`src/sv/rgb_led_column_pwm_scanner_assert.svh`:
```
// Assertion macros shared by the scanner RTL.
`ifndef RGB_LED_COLUMN_PWM_SCANNER_ASSERT_SVH
`define RGB_LED_COLUMN_PWM_SCANNER_ASSERT_SVH

// Same-cycle implication under reset.
`define RLCPS_ASSERT_IMP(lbl, clk, rstn, ante, cons, msg) \
    lbl: assert property (@(posedge clk) disable iff (!rstn) (ante) |-> (cons)) \
        else $error(msg);

// Next-cycle implication under reset.
`define RLCPS_ASSERT_NEXT(lbl, clk, rstn, ante, cons, msg) \
    lbl: assert property (@(posedge clk) disable iff (!rstn) (ante) |=> (cons)) \
        else $error(msg);

`endif

```
`src/sv/rlcps_pkg.sv`:
```
`timescale 1ns / 1ps

package rlcps_pkg;

    localparam int FUNC_W      = 2;
    localparam int COL_FIELD_W = 4;
    localparam int ROW_FIELD_W = 3;
    localparam int VALUE_W     = 8;
    localparam int ROW_BYTE_W  = 8;
    localparam int DELAY_W     = 10;

    localparam logic [DELAY_W-1:0]    DELAY_RESET = 10'd62;
    localparam logic [ROW_BYTE_W-1:0] ALL_OFF     = 8'hFF;

    // input function codes
    localparam logic [FUNC_W-1:0] FUNC_WRITE   = 2'd0;
    localparam logic [FUNC_W-1:0] FUNC_TRIGGER = 2'd1;
    localparam logic [FUNC_W-1:0] FUNC_TICK    = 2'd2;

    // what an item does to the row drive
    localparam logic [1:0] KIND_HOLD = 2'd0;
    localparam logic [1:0] KIND_OFF  = 2'd1;
    localparam logic [1:0] KIND_SHOW = 2'd2;

    typedef struct packed {
        logic [1:0] kind;
        logic       sweeping;
    } step_t;

endpackage

```
`src/sv/rlcps_ctrl.sv`:
```
`timescale 1ns / 1ps
`include "rgb_led_column_pwm_scanner_assert.svh"

module rlcps_ctrl #(
    parameter int COLUMNS = 16,
    parameter int LEVELS  = 8,
    localparam int CW = (COLUMNS > 1) ? $clog2(COLUMNS) : 1,
    localparam int SW = $clog2(LEVELS)
) (
    input  logic                              clk,
    input  logic                              rst_n,
    input  logic                              accept,
    input  logic [rlcps_pkg::FUNC_W-1:0]      func,
    input  logic                              cfg_we,
    input  logic [rlcps_pkg::DELAY_W-1:0]     cfg_data,
    output rlcps_pkg::step_t                  step,
    output logic [SW-1:0]                     slot,
    output logic [CW-1:0]                     rd_col
);

    localparam logic [1:0] PH_IDLE   = 2'd0;
    localparam logic [1:0] PH_DELAY  = 2'd1;
    localparam logic [1:0] PH_SWEEP  = 2'd2;
    localparam logic [1:0] PH_FINISH = 2'd3;

    logic [1:0]                       phase_reg, phase_next;
    logic [rlcps_pkg::DELAY_W-1:0]    delay_count_reg, delay_count_next;
    logic [rlcps_pkg::DELAY_W-1:0]    start_delay_reg;
    logic [CW-1:0]                    column_step_reg, column_step_next;
    logic [SW-1:0]                    slot_index_reg, slot_index_next;
    logic [1:0]                       kind;
    logic [rlcps_pkg::DELAY_W-1:0]    delay_dec;

    always_comb
    begin
        phase_next       = phase_reg;
        delay_count_next = delay_count_reg;
        column_step_next = column_step_reg;
        slot_index_next  = slot_index_reg;
        kind             = rlcps_pkg::KIND_HOLD;
        delay_dec        = delay_count_reg;
        unique case (func)
            rlcps_pkg::FUNC_WRITE:
            begin
                kind = rlcps_pkg::KIND_HOLD;
            end
            rlcps_pkg::FUNC_TRIGGER:
            begin
                if (phase_reg == PH_IDLE)
                begin
                    kind             = rlcps_pkg::KIND_OFF;
                    column_step_next = '0;
                    slot_index_next  = '0;
                    delay_count_next = start_delay_reg;
                    phase_next       = (start_delay_reg == '0) ? PH_SWEEP : PH_DELAY;
                end
            end
            rlcps_pkg::FUNC_TICK:
            begin
                kind = rlcps_pkg::KIND_OFF;
                unique case (phase_reg)
                    PH_DELAY:
                    begin
                        if (delay_count_reg != '0)
                        begin
                            delay_dec = delay_count_reg - 1'b1;
                        end
                        delay_count_next = delay_dec;
                        if (delay_dec == '0)
                        begin
                            phase_next = PH_SWEEP;
                        end
                    end
                    PH_SWEEP:
                    begin
                        kind = rlcps_pkg::KIND_SHOW;
                        if (slot_index_reg == SW'(LEVELS - 1))
                        begin
                            slot_index_next = '0;
                            if (column_step_reg == CW'(COLUMNS - 1))
                            begin
                                column_step_next = '0;
                                phase_next       = PH_FINISH;
                            end
                            else
                            begin
                                column_step_next = column_step_reg + 1'b1;
                            end
                        end
                        else
                        begin
                            slot_index_next = slot_index_reg + 1'b1;
                        end
                    end
                    PH_FINISH:
                    begin
                        phase_next = PH_IDLE;
                    end
                    PH_IDLE:
                    begin
                        phase_next = PH_IDLE;
                    end
                endcase
            end
            default:
            begin
                kind = rlcps_pkg::KIND_HOLD;
            end
        endcase
    end

    always_ff @(posedge clk or negedge rst_n)
    begin
        if (!rst_n)
        begin
            phase_reg       <= PH_IDLE;
            delay_count_reg <= '0;
            column_step_reg <= '0;
            slot_index_reg  <= '0;
            start_delay_reg <= rlcps_pkg::DELAY_RESET;
        end
        else
        begin
            if (accept)
            begin
                phase_reg       <= phase_next;
                delay_count_reg <= delay_count_next;
                column_step_reg <= column_step_next;
                slot_index_reg  <= slot_index_next;
            end
            if (cfg_we)
            begin
                start_delay_reg <= cfg_data;
            end
        end
    end

    assign step.kind     = kind;
    assign step.sweeping = (phase_next != PH_IDLE);
    assign slot          = slot_index_reg;
    assign rd_col        = CW'(COLUMNS - 1) - column_step_reg;

    `RLCPS_ASSERT_IMP(a_idle_counters_zero, clk, rst_n, phase_reg == PH_IDLE, column_step_reg == '0 && slot_index_reg == '0, "idle with nonzero scan counters")
    `RLCPS_ASSERT_IMP(a_delay_nonzero, clk, rst_n, phase_reg == PH_DELAY, delay_count_reg != '0, "delay phase with zero count")
    `RLCPS_ASSERT_NEXT(a_last_slot_finish, clk, rst_n, accept && func == rlcps_pkg::FUNC_TICK && phase_reg == PH_SWEEP && slot_index_reg == SW'(LEVELS - 1) && column_step_reg == CW'(COLUMNS - 1), phase_reg == PH_FINISH, "last slot did not enter finish")

endmodule

```
`src/sv/rlcps_frame.sv`:
```
`timescale 1ns / 1ps

module rlcps_frame #(
    parameter int COLUMNS = 16,
    parameter int ROWS    = 8,
    parameter int LEVELS  = 8,
    localparam int CW = (COLUMNS > 1) ? $clog2(COLUMNS) : 1,
    localparam int RW = (ROWS > 1) ? $clog2(ROWS) : 1,
    localparam int LW = $clog2(LEVELS)
) (
    input  logic                              clk,
    input  logic                              rst_n,
    input  logic                              wr_en,
    input  logic [CW-1:0]                     wr_col,
    input  logic [RW-1:0]                     wr_row,
    input  logic [rlcps_pkg::VALUE_W-1:0]     red_value,
    input  logic [rlcps_pkg::VALUE_W-1:0]     green_value,
    input  logic [rlcps_pkg::VALUE_W-1:0]     blue_value,
    input  logic                              rd_en,
    input  logic [CW-1:0]                     rd_col,
    output logic [ROWS-1:0][2:0][LW-1:0]      rd_data,
    output logic                              clearing
);

    logic [ROWS-1:0][2:0][LW-1:0] mem [COLUMNS];
    logic [ROWS-1:0][2:0][LW-1:0] rd_data_reg;
    logic [2:0][LW-1:0]           wr_pix;
    logic                         clear_reg;
    logic [CW-1:0]                clear_addr_reg;

    // level = value * LEVELS / 256
    assign wr_pix[0] = LW'((16'(red_value)   * 16'(LEVELS)) >> 8);
    assign wr_pix[1] = LW'((16'(green_value) * 16'(LEVELS)) >> 8);
    assign wr_pix[2] = LW'((16'(blue_value)  * 16'(LEVELS)) >> 8);

    // zero one column per cycle after reset
    always_ff @(posedge clk or negedge rst_n)
    begin
        if (!rst_n)
        begin
            clear_reg      <= 1'b1;
            clear_addr_reg <= '0;
        end
        else if (clear_reg)
        begin
            if (clear_addr_reg == CW'(COLUMNS - 1))
            begin
                clear_reg <= 1'b0;
            end
            else
            begin
                clear_addr_reg <= clear_addr_reg + 1'b1;
            end
        end
    end

    always_ff @(posedge clk)
    begin
        if (clear_reg)
        begin
            mem[clear_addr_reg] <= '0;
        end
        else if (wr_en)
        begin
            mem[wr_col][wr_row] <= wr_pix;
        end
    end

    always_ff @(posedge clk)
    begin
        if (rd_en)
        begin
            rd_data_reg <= mem[rd_col];
        end
    end

    assign rd_data  = rd_data_reg;
    assign clearing = clear_reg;

endmodule

```
`src/sv/rlcps_drive.sv`:
```
`timescale 1ns / 1ps

module rlcps_drive #(
    parameter int ROWS   = 8,
    parameter int LEVELS = 8,
    localparam int LW = $clog2(LEVELS)
) (
    input  logic                                 clk,
    input  logic                                 rst_n,
    input  logic                                 load,
    input  rlcps_pkg::step_t                     step,
    input  logic [LW-1:0]                        slot,
    input  logic [ROWS-1:0][2:0][LW-1:0]         rd_data,
    input  logic                                 out_stall,
    output logic                                 s1_ready,
    output logic                                 out_valid,
    output logic [rlcps_pkg::ROW_BYTE_W-1:0]     red_rows,
    output logic [rlcps_pkg::ROW_BYTE_W-1:0]     green_rows,
    output logic [rlcps_pkg::ROW_BYTE_W-1:0]     blue_rows,
    output logic                                 sweeping
);

    logic                                        s1_valid_reg;
    rlcps_pkg::step_t                            s1_step_reg;
    logic [LW-1:0]                               s1_slot_reg;
    logic                                        out_valid_reg;
    logic [2:0][rlcps_pkg::ROW_BYTE_W-1:0]       rows_reg, rows_next;
    logic                                        sweeping_reg;
    logic [2:0][rlcps_pkg::ROW_BYTE_W-1:0]       show_rows;
    logic                                        out_take;
    logic                                        s1_move;

    assign out_take = !out_valid_reg || !out_stall;
    assign s1_move  = s1_valid_reg && out_take;
    assign s1_ready = !s1_valid_reg || out_take;

    // light a row colour when its level exceeds the slot
    always_comb
    begin
        show_rows = {3{rlcps_pkg::ALL_OFF}};
        for (int r = 0; r < ROWS; r++)
        begin
            for (int c = 0; c < 3; c++)
            begin
                if (rd_data[r][c] > s1_slot_reg)
                begin
                    show_rows[c][r] = 1'b0;
                end
            end
        end
    end

    always_comb
    begin
        unique case (s1_step_reg.kind)
            rlcps_pkg::KIND_SHOW: rows_next = show_rows;
            rlcps_pkg::KIND_OFF:  rows_next = {3{rlcps_pkg::ALL_OFF}};
            default:              rows_next = rows_reg;
        endcase
    end

    always_ff @(posedge clk or negedge rst_n)
    begin
        if (!rst_n)
        begin
            s1_valid_reg  <= 1'b0;
            out_valid_reg <= 1'b0;
            rows_reg      <= {3{rlcps_pkg::ALL_OFF}};
            sweeping_reg  <= 1'b0;
        end
        else
        begin
            if (s1_ready)
            begin
                s1_valid_reg <= load;
            end
            if (out_take)
            begin
                out_valid_reg <= s1_valid_reg;
            end
            if (s1_move)
            begin
                rows_reg     <= rows_next;
                sweeping_reg <= s1_step_reg.sweeping;
            end
        end
    end

    always_ff @(posedge clk)
    begin
        if (load)
        begin
            s1_step_reg <= step;
            s1_slot_reg <= slot;
        end
    end

    assign out_valid  = out_valid_reg;
    assign red_rows   = rows_reg[0];
    assign green_rows = rows_reg[1];
    assign blue_rows  = rows_reg[2];
    assign sweeping   = sweeping_reg;

endmodule

```
`src/sv/rgb_led_column_pwm_scanner.sv`:
```
// RGB LED column scanner with PWM row drive.
// Input channel (in_valid / in_stall) carries one item per accepted edge:
// func selects a pixel write, a sweep trigger or one slot tick. Each item
// yields exactly one output item on the out_valid / out_stall channel with
// the active-low red, green and blue row bytes and the sweeping flag, all
// as they stand after that item.
// An accepted item passes through the input stage with the frame read,
// then the output register. Throughput is one item per cycle while no
// stall or frame clear holds the input, set by the frame store read and
// the per-column level compare; the output register lets a new item
// enter while a result still waits.
// When the receiver stalls, the output holds and in_stall rises once the
// middle stage is also full.
// Reset: LEDs off, idle, start delay 62 ticks. The frame store is then
// zeroed one column per cycle while in_stall is held high.
// cfg_data sets the start delay; cfg_ready is always high, write only
// while the block is idle.
`timescale 1ns / 1ps
`include "rgb_led_column_pwm_scanner_assert.svh"

module rgb_led_column_pwm_scanner #(
    parameter int COLUMNS = 16,
    parameter int ROWS    = 8,
    parameter int LEVELS  = 8
) (
    input  logic                                  clk,
    input  logic                                  rst_n,
    input  logic                                  in_valid,
    output logic                                  in_stall,
    input  logic [rlcps_pkg::FUNC_W-1:0]          func,
    input  logic [rlcps_pkg::COL_FIELD_W-1:0]     pixel_column,
    input  logic [rlcps_pkg::ROW_FIELD_W-1:0]     pixel_row,
    input  logic [rlcps_pkg::VALUE_W-1:0]         red_value,
    input  logic [rlcps_pkg::VALUE_W-1:0]         green_value,
    input  logic [rlcps_pkg::VALUE_W-1:0]         blue_value,
    output logic                                  out_valid,
    input  logic                                  out_stall,
    output logic [rlcps_pkg::ROW_BYTE_W-1:0]      red_rows,
    output logic [rlcps_pkg::ROW_BYTE_W-1:0]      green_rows,
    output logic [rlcps_pkg::ROW_BYTE_W-1:0]      blue_rows,
    output logic                                  sweeping,
    input  logic                                  cfg_valid,
    output logic                                  cfg_ready,
    input  logic [rlcps_pkg::DELAY_W-1:0]         cfg_data
);

    localparam int CW = (COLUMNS > 1) ? $clog2(COLUMNS) : 1;
    localparam int RW = (ROWS > 1) ? $clog2(ROWS) : 1;
    localparam int LW = $clog2(LEVELS);

    logic                              accept;
    logic                              clearing;
    logic                              s1_ready;
    logic                              pix_in_range;
    logic                              wr_en;
    rlcps_pkg::step_t                  step;
    logic [LW-1:0]                     slot;
    logic [CW-1:0]                     rd_col;
    logic [ROWS-1:0][2:0][LW-1:0]      rd_data;

    // hold off items while the frame store clears or the pipe is full
    assign in_stall  = clearing || !s1_ready;
    assign accept    = in_valid && !in_stall;
    assign cfg_ready = 1'b1;

    // drop pixel writes outside the frame
    assign pix_in_range = (int'(pixel_column) < COLUMNS) && (int'(pixel_row) < ROWS);
    assign wr_en        = accept && (func == rlcps_pkg::FUNC_WRITE) && pix_in_range;

    rlcps_ctrl #(
        .COLUMNS (COLUMNS),
        .LEVELS  (LEVELS)
    ) u_ctrl (
        .clk      (clk),
        .rst_n    (rst_n),
        .accept   (accept),
        .func     (func),
        .cfg_we   (cfg_valid && cfg_ready),
        .cfg_data (cfg_data),
        .step     (step),
        .slot     (slot),
        .rd_col   (rd_col)
    );

    rlcps_frame #(
        .COLUMNS (COLUMNS),
        .ROWS    (ROWS),
        .LEVELS  (LEVELS)
    ) u_frame (
        .clk         (clk),
        .rst_n       (rst_n),
        .wr_en       (wr_en),
        .wr_col      (CW'(pixel_column)),
        .wr_row      (RW'(pixel_row)),
        .red_value   (red_value),
        .green_value (green_value),
        .blue_value  (blue_value),
        .rd_en       (accept),
        .rd_col      (rd_col),
        .rd_data     (rd_data),
        .clearing    (clearing)
    );

    rlcps_drive #(
        .ROWS   (ROWS),
        .LEVELS (LEVELS)
    ) u_drive (
        .clk        (clk),
        .rst_n      (rst_n),
        .load       (accept),
        .step       (step),
        .slot       (slot),
        .rd_data    (rd_data),
        .out_stall  (out_stall),
        .s1_ready   (s1_ready),
        .out_valid  (out_valid),
        .red_rows   (red_rows),
        .green_rows (green_rows),
        .blue_rows  (blue_rows),
        .sweeping   (sweeping)
    );

    `RLCPS_ASSERT_IMP(a_clear_stalls, clk, rst_n, clearing, in_stall, "item accepted during frame clear")
    `RLCPS_ASSERT_IMP(a_clear_no_output, clk, rst_n, clearing, !out_valid, "output item during frame clear")
    `RLCPS_ASSERT_IMP(a_idle_leds_off, clk, rst_n, out_valid && !sweeping, red_rows == rlcps_pkg::ALL_OFF && green_rows == rlcps_pkg::ALL_OFF && blue_rows == rlcps_pkg::ALL_OFF, "LEDs lit while idle")

endmodule
```
`config.mk`:
```
export PLATFORM = sky130hd
export DESIGN_NAME = rgb_led_column_pwm_scanner
export DESIGN_NICKNAME = d
export VERILOG_FILES = /design/src/sv/rlcps_pkg.sv /design/src/sv/rlcps_ctrl.sv /design/src/sv/rlcps_frame.sv /design/src/sv/rlcps_drive.sv /design/src/sv/rgb_led_column_pwm_scanner.sv
export VERILOG_INCLUDE_DIRS = /design/src /design/src/sv
export SDC_FILE = /design/constraint.sdc
export NUM_CORES = 1
export LEC_CHECK = 0
export ABC_CLOCK_PERIOD_IN_PS = 5710
export BUFFER_PORTS_ARGS = -buffer_cell sky130_fd_sc_hd__buf_2
export CAP_MARGIN = 10
export CORE_MARGIN = 1.5
export CORE_UTILIZATION = 55
export CTS_CLUSTER_DIAMETER = 100
export DETAILED_ROUTE_END_ITERATION = 8
export PLACE_DENSITY = 0.71
export SLEW_MARGIN = 40
export SYNTH_ARGS = -nofsm -noshare
export SYNTH_HDL_FRONTEND = slang
export SYNTH_SLANG_ARGS = --single-unit
```
`constraint.sdc`:
```
create_clock -name clk -period 5.71 [get_ports clk]
set_input_delay 1.713 -clock clk [delete_from_list [all_inputs] [get_ports clk]]
set_output_delay 1.713 -clock clk [all_outputs]
set_load 0.005 [all_outputs]
```
* After elaboration in Yosys (flattened, before gate mapping)
Memories as Yosys holds them, arrays and structs flattened. A register that Yosys moved wholly into a read port is not among the register bits.
Cells that the tools add are included.
** Storage, ports and cells
- Bits in registers :: 67
- Bits in latches :: 0
- Bits in writable memories :: 1152
- Memory bits (read-only) :: 0
- Input port bits :: 48
- Memories :: 1
** Cells by class
- Add/sub/neg operators :: 5
- $mul :: 0
- Divide/modulo/power cells :: 0
- Order comparisons :: 26
- Eq/ne operators :: 14
- Shift operators :: 0
- Mux-type cells :: 62
- Bitwise gates (word level) :: 1
- Reductions and logical operators :: 27
** Memory list
- u_frame.mem :: depth 16, bits a word 72, read ports 1, clocked after Yosys merged registers in 1, write ports 1, RTL line rlcps_frame.sv:25 : logic [ROWS-1:0][2:0][LW-1:0] mem [COLUMNS];
** Operators by type and width (number)
- $mux W72 :: 3
- $gt A3 B3 Y1 :: 24
- $reduce_or A72 Y1 :: 1
- $mux W10 :: 5
- $pmux W24 S2 :: 1
- $mux W1 :: 31
- $demux W9 S3 :: 1
- $logic_not A10 Y1 :: 2
- $mux W4 :: 5
- $pmux W10 S2 :: 1
- $mux W2 :: 6
- $reduce_bool A10 Y1 :: 1
- $sub A10 B1 Y10 const B :: 1
- $mux W3 :: 3
- $mux W9 :: 1
- $add A4 B1 Y4 const B :: 2
- $eq A2 B2 Y1 const B :: 4
- $eq A4 B4 Y1 const B :: 2
- $pmux W2 S2 :: 2
- $pmux W4 S2 :: 1
- $reduce_and A4 Y1 :: 2
- $eq A2 B1 Y1 const B :: 3
- $ne A2 B1 Y1 const B :: 3
- $pmux W2 S3 :: 1
- 16 further kinds :: 29

* Longest topological paths before layout
- Depth after elaboration :: 13
- Depth in mapped cells :: 9
- Depth with buffers taken out :: 7

* Modules after synthesis
From an unflattened synthesis, not the netlist that was laid out.
** Unflattened totals
- Cell total of the unflattened synthesis :: 2564
- Area total of the unflattened synthesis :: 51315.5 µm²
** Modules (own cells, without submodules)
- rlcps_frame :: instances 1, cells each 2051, area an instance 46443.3 µm²
- rlcps_drive :: instances 1, cells each 291, area an instance 2939.1 µm²
- rlcps_ctrl :: instances 1, cells each 217, area an instance 1894.3 µm²
- rgb_led_column_pwm_scanner :: instances 1, cells each 5, area an instance 38.8 µm²

* Worst setup path after synthesis
No wires, ideal clock.
- Path type :: input -> register
- From :: in in_valid
- To :: mem u_frame.mem[0][0] (netlist bit), data pin
- Library setup time :: 0.534 ns
- Arrival time :: 4.078 ns
- Required time :: 5.176 ns
- Path slack :: 1.098 ns
- Stages :: 4
- Buffers on the path :: 1
- Cells stage by stage :: nor2b_1 and3_1 clkbuf_1 and2_1
** Between the ends
- Word-level cells in the longest chain between the ends :: 7
** RTL lines
- from (decl) :: RTL line rgb_led_column_pwm_scanner.sv:28 : input logic in_valid,
- $logic_and A1 B1 Y1 :: RTL line rgb_led_column_pwm_scanner.sv:63 : assign accept = in_valid && !in_stall;
- $logic_and A1 B1 Y1 :: RTL line rgb_led_column_pwm_scanner.sv:68 : assign wr_en = accept && (func == rlcps_pkg::FUNC_WRITE) && pix_in_range;
- $mux W1 :: RTL line rlcps_frame.sv:63 : else if (wr_en)
- $mux W1 :: RTL line rlcps_frame.sv:59 : if (clear_reg)
- $mux W72 (implied by the code) :: RTL line rlcps_frame.sv:65 : mem[wr_col][wr_row] <= wr_pix;
- $reduce_or A72 Y1 (no line)
- $mux W72 (no line)
- to (decl) :: RTL line rlcps_frame.sv:25
No other way between the ends.

* Final worst setup path
- From :: in func[0] (netlist bit)
- To :: mem u_frame.mem[1][3] (netlist bit) (enable)
** Between the ends
- Word-level cells in the longest chain between the ends :: 7
- Elaborated cells on any way between the ends :: 8
- Those cells by class :: mux (5); reduce/logical (3)
** RTL lines
- from (decl) :: RTL line rgb_led_column_pwm_scanner.sv:30 : input logic [rlcps_pkg::FUNC_W-1:0] func,
- $logic_not A2 Y1 (*) :: RTL line rgb_led_column_pwm_scanner.sv:68
- $logic_and A1 B1 Y1 (*) :: RTL line rgb_led_column_pwm_scanner.sv:68
- $mux W1 (*) :: RTL line rlcps_frame.sv:63
- $mux W1 (*) :: RTL line rlcps_frame.sv:59
- $mux W72 (implied by the code) (*) :: RTL line rlcps_frame.sv:65
- $reduce_or A72 Y1 (no line)
- $mux W4 (no line) / $mux W72 (equally long branches)
Every way passes the cells marked *; elsewhere a longest branch is shown, timed or not.

==> impl_metrics.toml <==
[global_routing]
grt-busiest-layer = "met2"
antenna_found_initial = 9
met3_usage_pct = 4.77
grt_usage_pct = 25.5
grt_pass1_wl_mm = 178
grt_pass1_vias = 27800
grt-ovfl-total = 0
grt_util_met2_pct = 40.1
grtUsageMet1_pct = 36.2
grt_max_degree = 129

[worst_setup_path]
rrSetupSlack_ns = 1.91
critPathKind = "primary input to flop"
reg2reg_from = "u_frame.clearing"
cp.required_ns = 6.06
startpoint = "func[0]"
cp_max_fo = 14
cp-end-kind = "flop"
critPathLaunchType = "primary input"
worstPathArrival_ns = 4.59

[clock_tree]
clockBufferDepth = 3
h-tree-depth = 4
clkTransAtPathRegs_ns = 0.06
cts_resized = 0
cts_tree = "done"
holdBufCountCts = 0
clk_latency_ns = 0.73
cts.sinks = 1291
cts_root_buf = "clkbuf_16"
numCtsBuffers = 132
cts_setup_buffers = 0

[drt]
wl_per_cell_um = 26.8
routed_wirelength_mm = 120
first_pass_iters = 9
postRouteAntennaNets = 0
drtIter0Drc = 3231
via_per_inst = 6.26
drc = 0
vias = 28100

[synth]
ys_warn_count = 0
synth_cell_types = 56
synth-seq-area-share_pct = 74.5
synth_edf_count = 1230
synth_top_area_share_pct = 71.4
syn-num-nets = 3053
synth_area_leaders = "edfxtp_1, mux4_2, mux2i_1, ha_1, mux2_2"
synth.top_cells.by_count = "edfxtp_1, mux2i_1, o21ai_0, nor2_1, mux4_2"
yosysTopAreaCell = "edfxtp_1"
syn_avg_cell_area_um2 = 17.7
yosys_register_bits = 1291
syn_area_um2 = 51700
synthCells = 2924
synthFlopType = "edfxtp_1"
post-synth-top-count-cell = "edfxtp_1"
async_reset_ff_share_pct = 4.73

[pwr]
pwr-share-clk_pct = 37.0
combPwrFrac_pct = 15.6
p_switching_w = 0.00570
internal_power_w = 0.0175
ir_worst_vdd_mv = 0.230
power.sequential.fraction_pct = 47.4
totalPowerFinal_w = 0.0232
switching_share_pct = 24.6
powerDensity_nw_per_um2 = 394
p_leak_nw = 18.6

[timing]
setup_viol = 0
hold_viol = 0
rsz0062_at_grt = "false"
relSlewSlack_pct = 44.1
fin_worst_skew_ns = 0.0306
holdWs_ns = 0.480
tns_ns = 0
fin_crit_sh_pct = 74.2
finalCriticalPeriod_ns = 4.24
worst_slew_pin_slew_ns = 0.838
fin_ws_ns = 1.47
slew_viol_final = 0
fmax_ghz = 0.236

[floorplan]
rows = 112
die_h_um = 310
io_pins = 76
initial_core_util_pct = 55.5
die-area_um2 = 95800
die_x_um = 310
core_um2 = 93200

[placed_design]
gp_congestion = 0.876
place_area_um2 = 54400
portBuffers = 59
hpwlAfterDp_mm = 71.3
place_ws_ns = 0.772

[final_layout]
drive_gt1_share_pct = 21.9
seqCellArea_um2 = 38500
fin_nets = 3248
multi_input_area_um2 = 12500
postLayoutCellArea_um2 = 58800
fillers = 6262
largest_register_ffs = 1152
areaGrowthSynthToFinish_pct = 13.7
diodes = 0

[status]
status = "finished clean"

[run]
cap_violations = 0

[worst_hold_path]
hp-class = "flop to flop"
min_from = "u_drive.blue_rows[7]"
## logic make-up after synthesis
family	share of synthesized area (%)
flops	74.5
compound gates	6.50
mux	12.4
simple gates	3.00
buf+inv	1.60
fa+ha+maj	1.96
xor+xnor	0.0339
other cells	0.00725
## layout by cell type, fill, tap and decap left out, types with 19 or more instances in the layout
cell type,count
a21o_1,26
a21oi_1,110
a221oi_1,73
a22oi_1,72
a311oi_1,25
buf_2,58
buf_4,134
clkbuf_1,37
clkbuf_16,137
clkinv_1,19
dfrtp_1,27
dfstp_2,30
edfxtp_1,1230
ha_1,81
inv_1,59
mux2_2,85
mux2i_1,222
mux4_2,144
nand2_1,130
nor2_1,123
nor2_2,22
o21ai_0,179
## per-layer routing
| metal | vias to the layer above | wire length (um) |
|---|---|---|
| met5 | - | 66 |
| li1 | 12100 | - |
| met2 | 1302 | 57100 |
| met1 | 14400 | 49000 |
| met4 | 12 | 3410 |
| met3 | 219 | 10500 |
## through the flow
| stage | util [%] | instances |
|---|---|---|
| after floorplan | - | 2924 |
| after global placement | 58.2 | 4233 |
| after detailed placement | 58.4 | 4238 |
| after CTS | 63.0 | 4478 |
| after global routing | 63.1 | 4479 |
| final | 63.1 | 4479 |
## worst max-delay path, cell delays in order
cell	delay, ns
buf_2	0.09
inv_1	0.05
ha_1	0.20
and3_1	0.39
o31ai_1	0.65
nand2_1	0.67
nor2_1	0.81
## area by class of cell
cell class              count  area share (%)
clock buffers             180            6.21
repair buffers            211            2.83
multi-input cells        1421            21.2
flip-flops and latches   1291            65.5
well taps                1254            2.67
inverters                  62           0.404
clock inverters            60            1.16
## path summary, 6_finish.rpt
check / to / cells after the start
worst min-delay path: u_drive.blue_rows[7] / 2
worst max register to register: u_frame.mem[1][3] / 5
worst min register to register: u_drive.blue_rows[7] / 2
max in group asynchronous: u_drive.red_rows[2] / 2
worst max-delay path: u_frame.mem[1][3] / 7
min in group asynchronous: u_drive.sweeping / 1
## power groups by stage
stage,clock [W],sequential (W),combinational (W)
after floorplan,0,0.0110,0.00271
final,0.00857,0.0110,0.00361
after CTS,0.00868,0.0110,0.00363
after detailed placement,0,0.0112,0.00362
after global routing,0.00905,0.0110,0.00390
after global placement,0,0.0112,0.00346
Power figures use the tool's default switching activity.
